### src/dbtu_pkg.sv
// ----------------------------------------------------------------------------
// Depth buffer test and update: shared types and constants
// Request and result payloads, the internal command word and the register map.
// ----------------------------------------------------------------------------
package dbtu_pkg;

    // Configuration port
    localparam int CFG_IDX_W  = 8;
    localparam int CFG_DATA_W = 24;

    localparam logic [CFG_IDX_W-1:0] CFG_ROW_SPAN    = 8'd0;
    localparam logic [CFG_IDX_W-1:0] CFG_ROW_COUNT   = 8'd1;
    localparam logic [CFG_IDX_W-1:0] CFG_NEAR_DEPTH  = 8'd2;
    localparam logic [CFG_IDX_W-1:0] CFG_CLEAR_DEPTH = 8'd3;

    // Field widths
    localparam int DIM_W   = 9;
    localparam int POS_W   = 8;
    localparam int FDEPTH_W = 24;
    // Linear index y*span+x with 8-bit x, y and 9-bit span stays below 2^17.
    localparam int IDX_W   = 17;
    localparam int LIMIT_W = 2 * DIM_W;

    localparam logic [DIM_W-1:0]    ROW_SPAN_RESET    = 9'd256;
    localparam logic [DIM_W-1:0]    ROW_COUNT_RESET   = 9'd256;
    localparam logic [FDEPTH_W-1:0] NEAR_DEPTH_RESET  = 24'd0;
    localparam logic [FDEPTH_W-1:0] CLEAR_DEPTH_RESET = 24'hFFFFFF;

    localparam logic OP_TEST  = 1'b0;
    localparam logic OP_CLEAR = 1'b1;

    typedef struct packed {
        logic                operation;
        logic [POS_W-1:0]    pos_x;
        logic [POS_W-1:0]    pos_y;
        logic [FDEPTH_W-1:0] frag_depth;
    } t_item;

    typedef struct packed {
        logic passed;
        logic cleared;
    } t_result;

    // Classified request handed from the front end to the back end.
    typedef struct packed {
        logic                is_clear;
        logic                ok;
        logic [IDX_W-1:0]    idx;
        logic [FDEPTH_W-1:0] depth;
    } t_cmd;

endpackage

### src/dbtu_front.sv
// ----------------------------------------------------------------------------
// Depth buffer front end
// Holds the configuration registers, classifies each request (near plane and
// viewport range checks, linear index) and queues it for the back end.
// ----------------------------------------------------------------------------
module dbtu_front
    import dbtu_pkg::*;
#(
    parameter int MAX_WIDTH  = 256,
    parameter int MAX_HEIGHT = 256,
    parameter int DEPTH_BITS = 24
) (
    input  logic                  i_clk,
    input  logic                  i_rst_n,
    input  logic                  push,
    output logic                  full,
    input  t_item                 i_item,
    input  logic                  i_cfg_valid,
    output logic                  o_cfg_ready,
    input  logic [CFG_IDX_W-1:0]  i_cfg_index,
    input  logic [CFG_DATA_W-1:0] i_cfg_data,
    input  logic                  i_init_busy,
    output t_cmd                  o_cmd,
    output logic                  o_cmd_valid,
    input  logic                  i_cmd_pop,
    output logic [FDEPTH_W-1:0]   o_clear_depth
);

    localparam int StoreSize = MAX_WIDTH * MAX_HEIGHT;

    logic [DIM_W-1:0]    r_row_span;
    logic [DIM_W-1:0]    r_row_count;
    logic [FDEPTH_W-1:0] r_near_depth;
    logic [FDEPTH_W-1:0] r_clear_depth;

    t_cmd       r_q [2];
    logic       r_wr_ptr;
    logic       r_rd_ptr;
    logic [1:0] r_count;

    logic [DIM_W-1:0]   span;
    logic [DIM_W-1:0]   rows;
    logic [IDX_W-1:0]   idx;
    logic [LIMIT_W-1:0] limit;
    logic               in_range;
    logic               near_ok;
    logic               accept;
    t_cmd               cmd_new;

    assign o_cfg_ready   = 1'b1;
    assign o_clear_depth = r_clear_depth;

    always_ff @(posedge i_clk) begin
        if (!i_rst_n) begin
            r_row_span    <= ROW_SPAN_RESET;
            r_row_count   <= ROW_COUNT_RESET;
            r_near_depth  <= NEAR_DEPTH_RESET;
            r_clear_depth <= CLEAR_DEPTH_RESET;
        end else if (i_cfg_valid) begin
            case (i_cfg_index)
                CFG_ROW_SPAN:    r_row_span    <= i_cfg_data[DIM_W-1:0];
                CFG_ROW_COUNT:   r_row_count   <= i_cfg_data[DIM_W-1:0];
                CFG_NEAR_DEPTH:  r_near_depth  <= i_cfg_data[FDEPTH_W-1:0];
                CFG_CLEAR_DEPTH: r_clear_depth <= i_cfg_data[FDEPTH_W-1:0];
                default: ;
            endcase
        end
    end

    always_comb begin
        span = (32'(r_row_span) > 32'(MAX_WIDTH)) ? DIM_W'(MAX_WIDTH) : r_row_span;
        rows = (32'(r_row_count) > 32'(MAX_HEIGHT)) ? DIM_W'(MAX_HEIGHT) : r_row_count;
        idx  = IDX_W'(IDX_W'(i_item.pos_y) * IDX_W'(span) + IDX_W'(i_item.pos_x));
        limit = LIMIT_W'(LIMIT_W'(span) * LIMIT_W'(rows));
        in_range = (LIMIT_W'(idx) < limit) && (32'(idx) < 32'(StoreSize));
        near_ok  = !(DEPTH_BITS'(i_item.frag_depth) < DEPTH_BITS'(r_near_depth));

        cmd_new.is_clear = (i_item.operation == OP_CLEAR);
        cmd_new.ok       = in_range && near_ok;
        cmd_new.idx      = idx;
        cmd_new.depth    = i_item.frag_depth;
    end

    // Requests are held off while the back end runs its power-up sweep.
    assign full        = (r_count == 2'd2) || i_init_busy;
    assign accept      = push && !full;
    assign o_cmd_valid = (r_count != 2'd0);
    assign o_cmd       = r_q[r_rd_ptr];

    always_ff @(posedge i_clk) begin
        if (accept) begin
            r_q[r_wr_ptr] <= cmd_new;
        end
    end

    always_ff @(posedge i_clk) begin
        if (!i_rst_n) begin
            r_wr_ptr <= 1'b0;
            r_rd_ptr <= 1'b0;
            r_count  <= 2'd0;
        end else begin
            if (accept) begin
                r_wr_ptr <= !r_wr_ptr;
            end
            if (i_cmd_pop) begin
                r_rd_ptr <= !r_rd_ptr;
            end
            case ({accept, i_cmd_pop})
                2'b10:   r_count <= r_count + 2'd1;
                2'b01:   r_count <= r_count - 2'd1;
                default: r_count <= r_count;
            endcase
        end
    end

endmodule

### config.mk
export PLATFORM = sky130hd
export DESIGN_NAME = dbtu_front
export DESIGN_NICKNAME = d
export VERILOG_FILES = /design/src/dbtu_pkg.sv /design/src/dbtu_front.sv
export SDC_FILE = /design/constraint.sdc
export NUM_CORES = 1
export LEC_CHECK = 0
export BUFFER_PORTS_ARGS = -buffer_cell sky130_fd_sc_hd__buf_4
export CORE_MARGIN = 2
export CORE_UTILIZATION = 45
export CTS_BUF_LIST = sky130_fd_sc_hd__clkbuf_4 sky130_fd_sc_hd__clkbuf_8 sky130_fd_sc_hd__clkbuf_16
export DETAILED_ROUTE_END_ITERATION = 8
export GPL_ROUTABILITY_DRIVEN = 0
export GPL_TIMING_DRIVEN = 1
export PLACE_DENSITY_LB_ADDON = 0.2
export SYNTH_ARGS = -nofsm -noshare
export SYNTH_HDL_FRONTEND = slang
export SYNTH_SLANG_ARGS = --single-unit
### constraint.sdc
create_clock -name i_clk -period 6.5 [get_ports i_clk]
set_input_delay 1.3 -clock i_clk [delete_from_list [all_inputs] [get_ports i_clk]]
set_output_delay 1.3 -clock i_clk [all_outputs]
set_load 0.03 [all_outputs]
# ---- After elaboration in Yosys (flattened, before gate mapping)
# Memory sizes are Yosys's and may differ from the RTL's. A register that Yosys moved wholly into a read port is not among the register bits.
# Index checks and enable logic that the tools add are counted.
dict set report totals {
  register_bits 70
  mem_bits_rw 86
  wordCells 46
  memories 1
}
# memory words word_bits rd rd_clocked_by_memory_dff wr line
set memory_table {}
lappend memory_table {r_q 2 43 1 1 1 dbtu_front.sv:36} ;# t_cmd r_q [2];
dict set report classes {
  add_sub_neg 3
  n_mul 2
  n_lt_le_gt_ge 5
  eq_ne 6
  n_mux 7
  reduce_logical 15
}
# op count
set ops {}
lappend ops {{less-than comparator 24 bit} 1}
lappend ops {{greater-than comparator 9 bit, second input constant} 2}
lappend ops {{less-than comparator 17 x 18 -> 1 bit} 1}
lappend ops {{multiplier 9 x 9 -> 18 bit} 1}
lappend ops {{2-to-1 mux 9 bit} 2}
lappend ops {{adder 17 x 8 -> 17 bit} 1}
lappend ops {{less-than comparator 17 bit, second input constant} 1}
lappend ops {{multiplier 8 x 9 -> 17 bit} 1}
lappend ops {{equality test 8 x 2 -> 1 bit, second input constant} 2}
lappend ops {{equality test 8 x 1 -> 1 bit, second input constant} 1}
lappend ops {{logical NOT 8 bit} 1}
lappend ops {{AND reduction 2 bit} 4}
lappend ops {{equality test 2 bit, second input constant} 2}
lappend ops {{logical NOT 1 bit} 4}
lappend ops {{2-to-1 mux 1 bit} 4}
lappend ops {{case mux 2 bit (2 select lines)} 1}
lappend ops {{nonzero test 2 bit} 2}
lappend ops {{logical AND 1 bit} 3}
lappend ops {{adder 2 x 1 -> 2 bit, second input constant} 1}
lappend ops {{equality test 2 x 1 -> 1 bit, second input constant} 1}
lappend ops {{subtractor 2 x 1 -> 2 bit, second input constant} 1}
lappend ops {{logical OR 1 bit} 1}

# ---- Depth between registers and ports, before layout
# Gate-level depths: netlist (run 1).
dict set report depth {
  ltp_word 7
  mapped_depth 28
  mapped_depth_nobuf 26
}

# ---- Least setup slack after synthesis (run 1)
# OpenSTA, ideal clock, no wires.
dict set report synth_timing {
  path_kind {input port to flip-flop}
  start {input port i_item[25] (netlist name)}
  end {memory r_q[0][41] (netlist name), data pin}
  setup_time_ns 0.262
  t_arrival_ns 6.387
  t_required_ns 6.238
  path_slack_ns -0.149
  path_stages 22
  n_path_buf 1
  path_cell_list {buf_1 nand2_1 fa_1 inv_1 fa_1 inv_1 fa_1 fa_1 inv_1 ha_1 a21o_1 a21oi_2 a21boi_2 a221oi_4 o21ai_2 a311oi_2 inv_1 ha_1 nand3_1 a2111oi_0 a21oi_1 o221a_1}
}
# item line
set synth_lines {}
lappend synth_lines {{from (decl)} dbtu_front.sv:17} ;# input t_item i_item,
lappend synth_lines {{to (decl)} dbtu_front.sv:36}

==> flow_metrics.env, run 1 <==
export IMPL_hold_class="register to register"
export IMPL_status="finished clean"
export IMPL_internal_power_mw=1.74
export IMPL_slew_violations=0
export IMPL_synth_top_family_by_area="adder cells"
export IMPL_antenna_found_initial=0
export IMPL_syn_to_final_growth_pct=20.3
export IMPL_p_comb_share_pct=13.5
export IMPL_finalCriticalPeriod_ns=6.30
export IMPL_fmax_ghz=0.159
export IMPL_diodes=0
export IMPL_ys_flop_type="edfxtp_1"
export IMPL_hp_start="r_near_depth[7]"
export IMPL_finalSetupViolCount=0
export IMPL_synth_area_mux_share_pct=5.56
export IMPL_critPathKind="input pin to register"
export IMPL_arrival_ns=6.46
export IMPL_worstHoldEndpoint="r_near_depth[7]"
export IMPL_rr_worst_depth=26
export IMPL_rr_startpoint="r_row_span[3]"
export IMPL_reg2reg_slack_ns=0.36
export IMPL_synth_nets=1497
export IMPL_ys_types=62
export IMPL_cp_common_cell="fa_1"
export IMPL_hold_viol=0
export IMPL_clock_skew_ns=0.0103
export IMPL_fin_ws_ns=0.202
export IMPL_path_buf_inv=7
export IMPL_vias=8652
export IMPL_swShare_pct=27.7
export IMPL_yosys_register_bits=157
export IMPL_async_reset_ff_share_pct=0
export IMPL_core_rowCount=59
export IMPL_endpoint_kind="register"
export IMPL_h_tree_depth=4
export IMPL_io_pins=149
export IMPL_drt_iter0_drc=416
export IMPL_grt_max_degree=72
export IMPL_track_usage_pct=20.0
export IMPL_core_sq_um=26100
export IMPL_synth_area_per_cell_sq_um=9.95
export IMPL_cp_max_fo=5
export IMPL_dieArea_sq_um=27900
export IMPL_worst_ir_drop_vdd_uv=143
export IMPL_power_density_nw_per_um2=167
export IMPL_die_x_um=167
export IMPL_cap_violations=0
export IMPL_p_leak_nw=6.44
export IMPL_cp_start_kind="input pin"
export IMPL_power_total_mw=2.41
export IMPL_yosysSeqAreaShare_pct=33.5
export IMPL_yosys_area_share_simple_pct=15.7
export IMPL_slew_headroom_pct=29.4
export IMPL_drc=0
export IMPL_whs_path_depth=2
export IMPL_place_ws_ns=-0.302
export IMPL_viasPerCell=5.03
export IMPL_root_buffer="clkbuf_16"
export IMPL_initial_utilization_pct=45.9
export IMPL_reg2reg_to="r_q[1][41]"
export IMPL_postRouteAntennaNets=0
export IMPL_grt_ovfl_total=0
export IMPL_synth_edf_count=86
export IMPL_crit_chain="buf_4 > nand2_1 > fa_1 > fa_1 > inv_1 > fa_1 > inv_1 > fa_1 > inv_1 > ha_4 > buf_4 > nand4b_1 > a21boi_2 > a221oi_4 > buf_4 > o211a_1 > a311oi_4 > inv_2 > ha_4 > nand3_2 > nor3_2 > a211o_1 > a21oi_1 > o221a_1"
export IMPL_numCtsBuffers=17
export IMPL_nNetsFinal=1668
export IMPL_synth_compound_area_share_pct=6.83
export IMPL_fin_crit_sh_pct=96.9
export IMPL_cp_required_ns=6.67
export IMPL_wl_per_cell_um=15.9
export IMPL_die_y_um=167
export IMPL_clk_pin_slew_ns=0.07
export IMPL_tns_ns=0
export IMPL_postRouteWirelength_um=27300
export IMPL_switching_power_mw=0.667
export IMPL_hpwl_um=21300
export IMPL_cpPeakStageDelay_ns=0.55
export IMPL_crit_slowest_cell="fa_1"
export IMPL_clkPwrFrac_pct=41.1
export IMPL_synth_xor_area_share_pct=1.90
export IMPL_cts_max_path_buffers=2
export IMPL_layout_drive_gt1_share_pct=22.1
export IMPL_insertion_delay_ns=0.43
export IMPL_dr_pass1_iters=5
export IMPL_tightestPinTransition_ns=1.06
export IMPL_grt_pass1_wl_um=44500
export IMPL_synth_adder_area_share_pct=28.9
export IMPL_holdBufCountCts=0
export IMPL_cts_tree="yes"
export IMPL_synth_warnings=0
export IMPL_synth_area_sq_um=12000
export IMPL_cp_depth=24
export IMPL_synthCells=1202
export IMPL_io_buffers=147
export IMPL_pwr_share_seq_pct=45.5
export IMPL_cp_top_family="adder cells"
export IMPL_grt_pass1_vias=8493
export IMPL_numClockSinks=157
[per-layer routing]
| layer | track usage [%] | up-vias | wire length, um |
|---|---|---|---|
| met4 | 3.94 | 0 | 229 |
| met2 | 31.3 | 174 | 12600 |
| met3 | 3.28 | 19 | 1250 |
| li1 | - | 4228 | - |
| met5 | 0 | - | 0 |
| met1 | 29.5 | 4231 | 13200 |
[through the flow]
| stage | hold slack, ns | instances | util (%) | cell area, sq um |
|---|---|---|---|---|
| 6_report | 0.453 | 1721 | 55.2 | 14400 |
| 5_1_grt | 0.474 | 1721 | 55.2 | 14400 |
| 4_1_cts | 0.457 | 1719 | 54.9 | 14300 |
| 3_5_place_dp | 0.447 | 1687 | 52.6 | 13700 |
| 3_3_place_gp | 0.444 | 1687 | 52.6 | 13700 |
| 2_1_floorplan | 0.435 | 1202 | - | 12000 |
[synth_stat cells (all sizes together) (2+ instances only)]
| cell type | n | area share (%) |
|---|---|---|
| clkbuf | 31 | 0.97 |
| o41ai | 2 | 0.27 |
| o21a | 6 | 0.38 |
| and2 | 52 | 2.7 |
| a21o | 11 | 0.69 |
| nor4 | 2 | 0.23 |
| mux2i | 18 | 1.5 |
| nor2 | 49 | 1.6 |
| edfxtp | 86 | 22 |
| nand2b | 16 | 0.84 |
| fa | 100 | 17 |
| o21ai | 19 | 0.86 |
| a21boi | 28 | 1.8 |
| nor2b | 35 | 1.8 |
| dfxtp | 71 | 12 |
| nor3 | 6 | 0.25 |
| and3 | 4 | 0.21 |
| o31a | 2 | 0.15 |
| nand4 | 6 | 0.31 |
| xnor2 | 13 | 0.95 |
| or2 | 2 | 0.10 |
| buf | 15 | 0.77 |
| a31oi | 3 | 0.16 |
| a21oi | 20 | 0.87 |
| xor2 | 13 | 0.95 |
| ha | 116 | 12 |
| mux2 | 43 | 4.0 |
| inv | 188 | 5.9 |
| nand2 | 188 | 5.9 |
| a211oi | 5 | 0.31 |
| nand3b | 2 | 0.13 |
| nand3 | 29 | 1.2 |
| o211ai | 3 | 0.19 |
[cells by family after synthesis]
family,count (synthesis)
adder cells (fa/ha/maj),216
buffers and inverters,234
multiplexers,61
AND/OR/NAND/NOR,396
XOR/XNOR,26
other,1
AO/OA/AOI/OAI,111
flip-flops,157
[sequential cells by signal, indices dropped and copies added, names as in the netlist, named ones only]
signal	count
r_count	2
o_clear_depth	24
r_rd_ptr	1
r_row_count	9
r_near_depth	24
r_row_span	9
r_wr_ptr	1
r_q	86
[area by class of cell]
cell class / count / area [sq um]
Clock buffer: 17 / 425
Clock inverter: 15 / 166
Fill cell: 2319 / 11700
Inverter: 188 / 706
Multi-Input combinational cell: 811 / 7160
Sequential cell: 157 / 4010
Tap cell: 335 / 419
Timing Repair Buffer: 198 / 1500
[repair_timing]
action,CTS,global route
setup endpoints to repair,0,2
hold endpoints to repair,0,0
setup buffers,0,2
resized for setup,0,14
[tightest hold or removal path: cells and delay by family, from the launching register on]
family | cells | cell delay, ns
AO/OA/AOI/OAI | 1 | 0.05
flip-flops | 1 | 0.31
AND/OR/NAND/NOR | 1 | 0.05
[power groups by stage]
| stage | Sequential, mW | Clock [mW] | Combinational [mW] |
|---|---|---|---|
| 6_report | 1.10 | 0.990 | 0.324 |
| 5_1_grt | 1.10 | 1.05 | 0.352 |
| 4_1_cts | 1.10 | 1.01 | 0.327 |
| 3_5_place_dp | 1.12 | 0 | 0.325 |
| 3_3_place_gp | 1.12 | 0 | 0.321 |
| 2_1_floorplan | 1.11 | 0 | 0.194 |
[how the worst max path moves through the flow]
stage | start | end | slack (ns)
6_report | i_item[30] | r_q[1][41] | 0.20
5_1_grt | i_item[30] | r_q[1][41] | -0.02
4_1_cts | i_item[30] | r_q[1][41] | 0.12
3_5_place_dp | i_item[30] | r_q[1][41] | -0.30
3_3_place_gp | i_item[30] | r_q[1][41] | -0.21
2_1_floorplan | i_item[25] | r_q[0][41] | 0.02
[cell usage in the layout, fill, tap and decap left out, types with 4 or more instances in the layout]
master and instances:
nand2b_1 16, fa_1 100, nor2b_2 4, buf_4 197, o21ai_1 4, clkbuf_16 17
o21ai_0 13, nor2b_1 31, xnor2_1 13, a21boi_0 6, mux2i_1 18, ha_4 4
inv_1 187, nor2_1 47, dfxtp_1 69, edfxtp_1 86, a21oi_1 17, mux2_2 43
ha_1 112, inv_8 6, xor2_1 13, and2_1 52, nand4_1 6, nor3_1 5
a21o_1 11, nand3_1 28, nand2_1 187, o21a_1 6, a211oi_1 5, a21boi_1 21
(Power assumes the default switching activity.)
==> run 2, diff against run 1 <==
Settings changed: GPL_TIMING_DRIVEN 1 to 0, RECOVER_POWER from default to 100.
==> flow_metrics.env, run 2 (synthesized netlist as in run 1, its figures left out) <==
export IMPL_layout_drive_gt1_share_pct=14.5
export IMPL_multi_input_area_sq_um=7290
export IMPL_drc=0
export IMPL_grt_pass1_vias=8566
export IMPL_cts_max_path_buffers=2
export IMPL_grt_pass1_wl_um=44700
export IMPL_root_buffer="clkbuf_16"
export IMPL_fmax_ghz=0.158
export IMPL_io_buffers=141
export IMPL_insertion_delay_ns=0.42
export IMPL_hold_viol=0
export IMPL_hold_class="register to register"
export IMPL_slew_violations=70
export IMPL_tightestPinTransition_ns=2.17
export IMPL_track_usage_pct=20.2
export IMPL_hpwl_um=22000
export IMPL_core_rowCount=59
export IMPL_antenna_found_initial=0
export IMPL_arrival_ns=6.50
export IMPL_fin_crit_sh_pct=97.6
export IMPL_wl_per_cell_um=16.2
export IMPL_core_sq_um=26100
export IMPL_finalCriticalPeriod_ns=6.34
export IMPL_diodes=0
export IMPL_grt_max_degree=38
export IMPL_slew_headroom_pct=-44.5
export IMPL_worst_ir_drop_vdd_uv=161
export IMPL_die_y_um=167
export IMPL_fillers=2438
export IMPL_numClockSinks=157
export IMPL_initial_utilization_pct=45.9
export IMPL_postRouteWirelength_um=27900
export IMPL_endpoint_kind="register"
export IMPL_dieArea_sq_um=27900
export IMPL_cts_tree="yes"
export IMPL_io_pins=149
export IMPL_violations="max-capacitance violations, max-slew violations"
export IMPL_clock_skew_ns=0.00790
export IMPL_cp_max_fo=9
export IMPL_largest_reg_flops=86
export IMPL_regArea_sq_um=4010
export IMPL_postRouteAntennaNets=0
export IMPL_final_cell_mix="187 x inv_1, 183 x nand2_1, 110 x clkbuf_1, 110 x ha_1, 100 x fa_1"
export IMPL_cap_violations=2
export IMPL_clk_pin_slew_ns=0.07
export IMPL_drt_iter0_drc=463
export IMPL_numCtsBuffers=17
export IMPL_status="complete, but fails checks"
export IMPL_h_tree_depth=4
export IMPL_cp_start_kind="input pin"
export IMPL_viasPerCell=5.09
export IMPL_final_core_util_pct=54.1
export IMPL_largest_register="r_q"
export IMPL_cp_required_ns=6.66
export IMPL_critPathKind="input pin to register"
export IMPL_vias=8737
export IMPL_syn_to_final_growth_pct=17.9
export IMPL_grt_ovfl_total=0
export IMPL_power_total_mw=2.39
export IMPL_finalSetupViolCount=0
export IMPL_nNetsFinal=1665
export IMPL_die_x_um=167
export IMPL_dr_pass1_iters=4
export IMPL_power_density_nw_per_um2=170
export IMPL_layout_commonest_cell="inv_1"
export IMPL_p_leak_nw=6.06
[run 2: changes by cell type in the layout (fill, tap and decap cells not counted), moves of 7 or more]
cell	change
clkbuf_1	+110
mux2_1	+9
buf_4	-132
a21boi_0	+18
a21boi_1	-19
mux2_2	-9
clkbuf_4	+7
[run 2: power breakdown]
part	leakage, nW	internal [mW]	switching [mW]	total, mW
Clock	0.295	0.567	0.434	1.00
Combinational	4.41	0.114	0.191	0.305
Sequential	1.36	1.08	0.00803	1.09
[run 2: worst paths after layout]
check,from,endpoint,slack (ns),cells after the start
setup / recovery,i_item[31],r_q[1][41],0.16,19
setup reg to reg,r_row_span[8],r_q[1][41],0.21,22
hold reg to reg,r_near_depth[13],r_near_depth[13],0.47,2
hold / removal,r_near_depth[13],r_near_depth[13],0.47,2
[run 2: cell type report]
cell class / count / area share [%]
Clock inverter: 14 / 1.04
Sequential cell: 157 / 28.4
Multi-Input combinational cell: 811 / 51.7
Timing Repair Buffer: 149 / 5.67
Buffer: 46 / 1.97
Tap cell: 335 / 2.97
Clock buffer: 18 / 3.20
Inverter: 188 / 5.01
[run 2: through the flow]
step                setup WS, ns  hold slack (ns)  area [sq um]  setup TNS [ns]  cells
global route             -0.0497            0.491         14100         -0.0993   1718
finish                     0.159            0.468         14100               0   1718
CTS                       0.0282            0.462         14300               0   1715
detailed placement        -0.807            0.452         13500           -1.61   1680
floorplan                 0.0204            0.435         12000               0   1202
global placement          -0.766            0.445         13500           -1.53   1678
[run 2: per-layer routing]
layer / vias up / routed length, um / track usage [%]
met5: - / 0 / 0
met4: 0 / 614 / 6.30
met2: 222 / 12900 / 31.8
met3: 33 / 1330 / 3.02
li1: 4225 / - / -
met1: 4257 / 13000 / 28.9
[run 2: worst max-delay path, stage by stage]
cell,delay [ns]
buf_4,0.15
and2_1,0.16
fa_1,0.50
fa_1,0.53
fa_1,0.54
inv_1,0.05
fa_1,0.52
inv_1,0.04
ha_1,0.36
and3_1,0.24
a221oi_4,0.42
o21ai_4,0.11
a311oi_4,0.37
inv_2,0.11
ha_4,0.30
nand3_4,0.08
a2111oi_4,0.33
a21oi_2,0.10
o221a_1,0.26
[run 2: timing repair]
| action | 4_1_cts | 5_1_grt |
|---|---|---|
| pin swaps | 3 | 10 |
| hold buffers | 0 | 0 |
| gates cloned | 0 | 0 |
| endpoints found under the hold margin | 0 | 0 |
| setup buffers | 3 | 3 |
| setup endpoints to repair | 2 | 2 |
| gates resized for setup | 37 | 50 |
